[config.mk]
export PLATFORM = sky130hd
export DESIGN_NAME = bbcc_bank_map
export DESIGN_NICKNAME = d
export VERILOG_FILES = /design/src/rtl/bbcc_pkg.sv /design/src/rtl/bbcc_bank_map.sv
export SDC_FILE = /design/constraint.sdc
export NUM_CORES = 1
export LEC_CHECK = 0
export ABC_CLOCK_PERIOD_IN_PS = 3400
export CAP_MARGIN = 30
export CORE_AREA = 2 2 93 95
export CTS_BUF_LIST = sky130_fd_sc_hd__clkbuf_4 sky130_fd_sc_hd__clkbuf_8
export CTS_CLUSTER_DIAMETER = 120
export DETAILED_ROUTE_END_ITERATION = 12
export DIE_AREA = 0 0 95 97
export DONT_BUFFER_PORTS = 1
export PLACE_DENSITY = 0.68
export SETUP_SLACK_MARGIN = 0.15
export SLEW_MARGIN = 10
export SYNTH_ARGS = -nofsm -noshare
export SYNTH_HDL_FRONTEND = slang
export SYNTH_SLANG_ARGS = --single-unit
[constraint.sdc]
create_clock -name clk_i -period 3.4 [get_ports clk_i]
set_input_delay 0 -clock clk_i [delete_from_list [all_inputs] [get_ports clk_i]]
set_output_delay 0 -clock clk_i [all_outputs]
set_load 0.005 [all_outputs]
[src/rtl/bbcc_pkg.sv]
// Shared types and constants for the basic block code cache.
package bbcc_pkg;

  localparam int CacheEntriesDef = 16;
  localparam int BlockWordsDef   = 64;

  typedef enum logic [1:0] {
    KIND_CLEAR   = 2'd0,
    KIND_CAPTURE = 2'd1,
    KIND_FIND    = 2'd2,
    KIND_READ    = 2'd3
  } kind_e;

  // Opcodes (top nibble) that end a basic block.
  localparam logic [3:0] OP_BRANCH = 4'h0;
  localparam logic [3:0] OP_JUMP   = 4'h4;
  localparam logic [3:0] OP_JSR    = 4'hC;

  typedef struct packed {
    kind_e       kind;
    logic [15:0] start_address;
    logic [15:0] instr_word;
    logic        first_word;
    logic [3:0]  entry_select;
    logic [5:0]  word_select;
  } cmd_t;

  typedef struct packed {
    logic        hit;
    logic [3:0]  found_entry;
    logic [6:0]  block_length;
    logic [15:0] read_data;
    logic        block_closed;
    logic        block_overflow;
  } rsp_t;

  function automatic logic ends_block(logic [15:0] word);
    logic [3:0] op;
    op = word[15:12];
    return (op == OP_BRANCH) || (op == OP_JUMP) || (op == OP_JSR);
  endfunction

endpackage

[src/rtl/bbcc_bank_map.sv]
// Entry-to-bank map for the code store, with a spare staging bank swapped in on close.
module bbcc_bank_map #(
  parameter int CACHE_ENTRIES = bbcc_pkg::CacheEntriesDef,
  localparam int EW  = $clog2(CACHE_ENTRIES),
  localparam int BKW = $clog2(CACHE_ENTRIES + 1)
) (
  input  logic           clk_i,
  input  logic           rst_ni,
  input  logic           lookup_en_i,
  input  logic [EW-1:0]  lookup_idx_i,
  output logic [BKW-1:0] bank_o,
  output logic [BKW-1:0] stage_bank_o,
  input  logic           swap_en_i,
  input  logic [EW-1:0]  swap_idx_i
);
  import bbcc_pkg::*;

  logic [BKW-1:0]           map_mem [CACHE_ENTRIES];
  logic [CACHE_ENTRIES-1:0] mvalid_q;
  logic [BKW-1:0]           stage_q;
  logic [BKW-1:0]           rd_q;
  logic                     rd_valid_q;
  logic [EW-1:0]            rd_idx_q;

  // Entries never remapped still own the bank of their own number.
  assign bank_o       = rd_valid_q ? rd_q : BKW'(rd_idx_q);
  assign stage_bank_o = stage_q;

  always_ff @(posedge clk_i) begin
    if (swap_en_i) begin
      map_mem[swap_idx_i] <= stage_q;
    end
    if (lookup_en_i) begin
      rd_q     <= map_mem[lookup_idx_i];
      rd_idx_q <= lookup_idx_i;
    end
  end

  always_ff @(posedge clk_i or negedge rst_ni) begin
    if (!rst_ni) begin
      mvalid_q   <= '0;
      stage_q    <= BKW'(CACHE_ENTRIES);
      rd_valid_q <= 1'b0;
    end else begin
      if (lookup_en_i) begin
        rd_valid_q <= mvalid_q[lookup_idx_i];
      end
      if (swap_en_i) begin
        mvalid_q[swap_idx_i] <= 1'b1;
        stage_q              <= bank_o;
      end
    end
  end

endmodule

# Yosys cells after proc, flatten, opt, wreduce, memory -nomap -nowiden
# Memories as Yosys holds them, arrays and structs flattened. A register that Yosys moved wholly into a read port is not among the register bits.
# Index checks and enable logic that the tools add are counted.
dict set report totals {
  elab_cells 17
  latchBits 0
  ff_bits 26
  out_inout_bits 10
  memories 1
  mem_bits_ro 0
  mem_bits_rw 80
}
# memory depth width rd rd_clocked_by_memory_dff wr line_no
set memory_table {}
lappend memory_table {map_mem 16 5 1 1 1 bbcc_bank_map.sv:18} ;# logic [BKW-1:0] map_mem [CACHE_ENTRIES];
dict set report classes {
  magnitude_cmp 3
  div 0
  add_sub_neg 0
  mux 7
  bitwise_logic 1
  n_eq_ne 0
  n_mul 0
  shifts 0
  reduce_logical 1
}
# cell n
set ops {}
lappend ops {{bitwise OR 16 bit} 1}
lappend ops {{< comparator 4 x 5 -> 1 bit, second input constant} 2}
lappend ops {{two-way mux 5 bit} 1}
lappend ops {{binary-select mux 1 bit (select 4 bit)} 1}
lappend ops {{demux 1 bit (select 4 bit)} 1}
lappend ops {{>= comparator 4 x 1 -> 1 bit, second input constant} 1}
lappend ops {{two-way mux 1 bit} 4}
lappend ops {{logical AND 1 bit} 1}

# Depth between registers and ports, before layout
dict set report depth {
  word_depth 5
  depth_mapped 5
}

# Least setup slack after synthesis
# No wires, ideal clock.
dict set report synth_path {
  path_kind {flip-flop to flip-flop}
  from {memory map_mem[9][0] in the netlist's numbering}
  to {register rd_q[0] (read register of map_mem), data pin}
  period_less_slack_ns 1.523
  path_slack_ns 1.877
  setup_time_ns 0.272
  stages_incl_launch_ff 3
  arrival_ns 1.251
  cell_sequence {edfxtp_1 -> mux4_1 -> mux4_2}
}
# item line_no
set synth_lines {}
lappend synth_lines {{start, declared} bbcc_bank_map.sv:18}
lappend synth_lines {{end, declared} bbcc_bank_map.sv:21} ;# logic [BKW-1:0] rd_q;

==> reports/qor.csv <==
metric,value,unit
crit_type,reg2reg,
power.internal,2.09,mW
path_cells,mux4_1 -> mux4_2,
r2r-start,map_mem[11][0]$_DFFE_PP_,
grt_pass1_wl,12700,µm
syn_avg_cell_area,21.7,µm²
combPwrFrac,0.070,
clock_path_buffers,2,
cts.sink_count,111,
worst_setup_path_start_kind,register,
grt_antenna_before_repair,0,
synth.cell_area,4360,µm²
path_buf_inv,0,
min_path_type,in2reg,
power_density,572,nW/µm²
start_util,0.536,
regArea,3220,µm²
ys.flop_type,edfxtp_1,
row_count,33,
dieHeight,97,µm
grt_setup_unrepaired,false,
ys_types,21,
vias_per_cell,6.00,
routed_wl,8210,µm
postRouteAntennaNets,0,
first_iter_violations,141,
grt_pass1_vias,2147,
cts-root-buf,clkbuf_8,
cpLargestDelayFamily,multiplexers,
ys_async_sr_fraction,0.198,
clkSlewWorstSetupHoldPaths,0.10,ns
cp_slowest_cell,mux4_1,
grt_usage,0.197,
crit_required,3.51,ns
core,8130,µm²
tns,0,ns
synth-seq-cells,111,
holdCritStartpoint,lookup_idx_i[2],
period_share,0.508,
dp_hpwl,5330,µm
pin_count,22,
setup_violations,0,
grt.overflow.total,0,
synth-edff-count,89,
die_w,95,µm
numCtsBuffers,9,
status,completed,
relSlewSlack,0.369,
h-tree-depth,3,
place_congestion,0.777,
yosys.area.top_type_share,0.613,
clock_skew,0.00548,ns
grt_max_degree,26,
max-vdd-ir-drop,0.213,mV
min_to,rd_valid_q$_DFFE_PN0P_,
nFillCells,570,
seq_area_frac_synth,0.739,
worst_pin_slew,0.940,ns
p_leak,1.57,nW
switching_share,0.232,
r2r_end,rd_q[0]$_DFFE_PP_,
cp_max_fo,1,
cp-end-kind,register,
ys_warn_count,0,
multi_input_area,1080,µm²
cts_tree,built,
power.total,2.72,mW
power.net_switching,0.630,mW
die_area,9220,µm²
drc_errors,0,
antenna_cells,0,
seq_power_share,0.648,
synth_top_cell_by_area,edfxtp_1,
firstDrtPassIters,4,
ff2ff_path_depth,2,
slew_viol_final,0,
wire_per_inst,25.3,µm
areaGrowthSynthToFinish,8.95,%
cpPeakStageDelay,0.59,ns
synth_area_leaders,"edfxtp_1, dfrtp_1, mux4_1",
final_cell_mix,"edfxtp_1, dfrtp_1, mux4_1",
via_count,1949,
finalCriticalPeriod,1.73,ns
hold_violations,0,
syn_nets,213,
clk_latency,0.36,ns
fin_nets,227,
syn-instance-count,201,
final_common_cell,edfxtp_1,
r2r_slack,1.67,ns
pwr-share-clk,0.282,
drive_gt1_frac,0.255,
io_buffers,0,
whs_path_depth,3,
max-cap-violations,0,
cts_resized,0,
worstPathArrival,1.83,ns
fmax,580,MHz
-- cell type report --
cell class | count | area share
sequential | 111 | 0.679
multi-input combinational | 82 | 0.227
timing repair buffer | 11 | 0.0253
clock buffer | 9 | 0.0261
clock inverter | 7 | 0.0153
tap | 105 | 0.0276
-- sequential cells by signal (all words and copies together), names as in the netlist --
register,cells
rd_q,5
rd_idx_q,4
rd_valid_q,1
map_mem,80
mvalid_q,16
stage_bank_o,5
-- power groups by stage --
stage	logic, mW	clock network (mW)	registers [mW]
floorplan	0.152	0	1.72
global placement	0.162	0	1.77
detailed placement	0.167	0	1.79
CTS	0.194	0.788	1.76
global route	0.207	0.835	1.78
finish	0.190	0.767	1.76
-- synth_stat cells (2+ instances only) --
library cell   n
clkbuf_1       3
nand3b_1       2
dfrtp_1       21
buf_6          2
nand2b_1       2
edfxtp_1      89
nor2_1        12
mux4_1        18
or2_2         16
mux2_2        10
mux4_2        11
nor3_1         4
mux2i_1        3
-- metal layers --
layer / GRT usage / vias to the layer above / share of wire
li1: - / 852 / -
met1: 0.252 / 1012 / 0.38
met2: 0.325 / 74 / 0.52
met3: 0.0514 / 11 / 0.083
met4: 0.0713 / 0 / 0.016
met5: 0 / - / 0
-- per-stage QoR --
stage / cells / hold WS [ns] / utilization / cell area [µm²] / worst slack, ns
final: 325 / 0.0216 / 0.584 / 4750 / 1.67
after global routing: 325 / 0.0590 / 0.584 / 4750 / 1.62
after CTS: 325 / 0.00592 / 0.584 / 4750 / 1.65
after detailed placement: 298 / -0.295 / 0.545 / 4440 / 1.65
after global placement: 298 / -0.295 / 0.545 / 4440 / 1.71
after floorplan: 201 / -0.296 / - / 4360 / 1.88
-- worst register-to-register path: cells and delay by family (launching register included) --
family	cells	cell delay, ns
DFF	1	0.39
muxes	2	1.09
-- worst max-delay path by stage --
stage | slack, ns | start | endpoint | cells past startpoint
2_1_floorplan | 1.88 | map_mem[9][0]$_DFFE_PP_ | rd_q[0]$_DFFE_PP_ | 2
3_3_place_gp | 1.71 | map_mem[9][0]$_DFFE_PP_ | rd_q[0]$_DFFE_PP_ | 2
3_5_place_dp | 1.65 | map_mem[10][0]$_DFFE_PP_ | rd_q[0]$_DFFE_PP_ | 2
4_1_cts | 1.65 | map_mem[11][0]$_DFFE_PP_ | rd_q[0]$_DFFE_PP_ | 2
5_1_grt | 1.62 | mvalid_q[9]$_DFFE_PN0P_ | rd_valid_q$_DFFE_PN0P_ | 4
6_report | 1.67 | map_mem[11][0]$_DFFE_PP_ | rd_q[0]$_DFFE_PP_ | 2
-- kinds of logic (layout without fill, tap and decap cells) --
family        after synthesis  in the layout  synth area share
buf+inv                     8             27            0.0132
flops                     111            111             0.739
mux                        42             42             0.198
simple gates               40             40            0.0496
-- what timing repair did --
item,CTS,global route
endpoints found under the hold margin,66,0
setup endpoints to repair,0,0
hold buffers,11,0
setup buffers,0,0
Note: power is estimated with default switching activity, not from simulation.
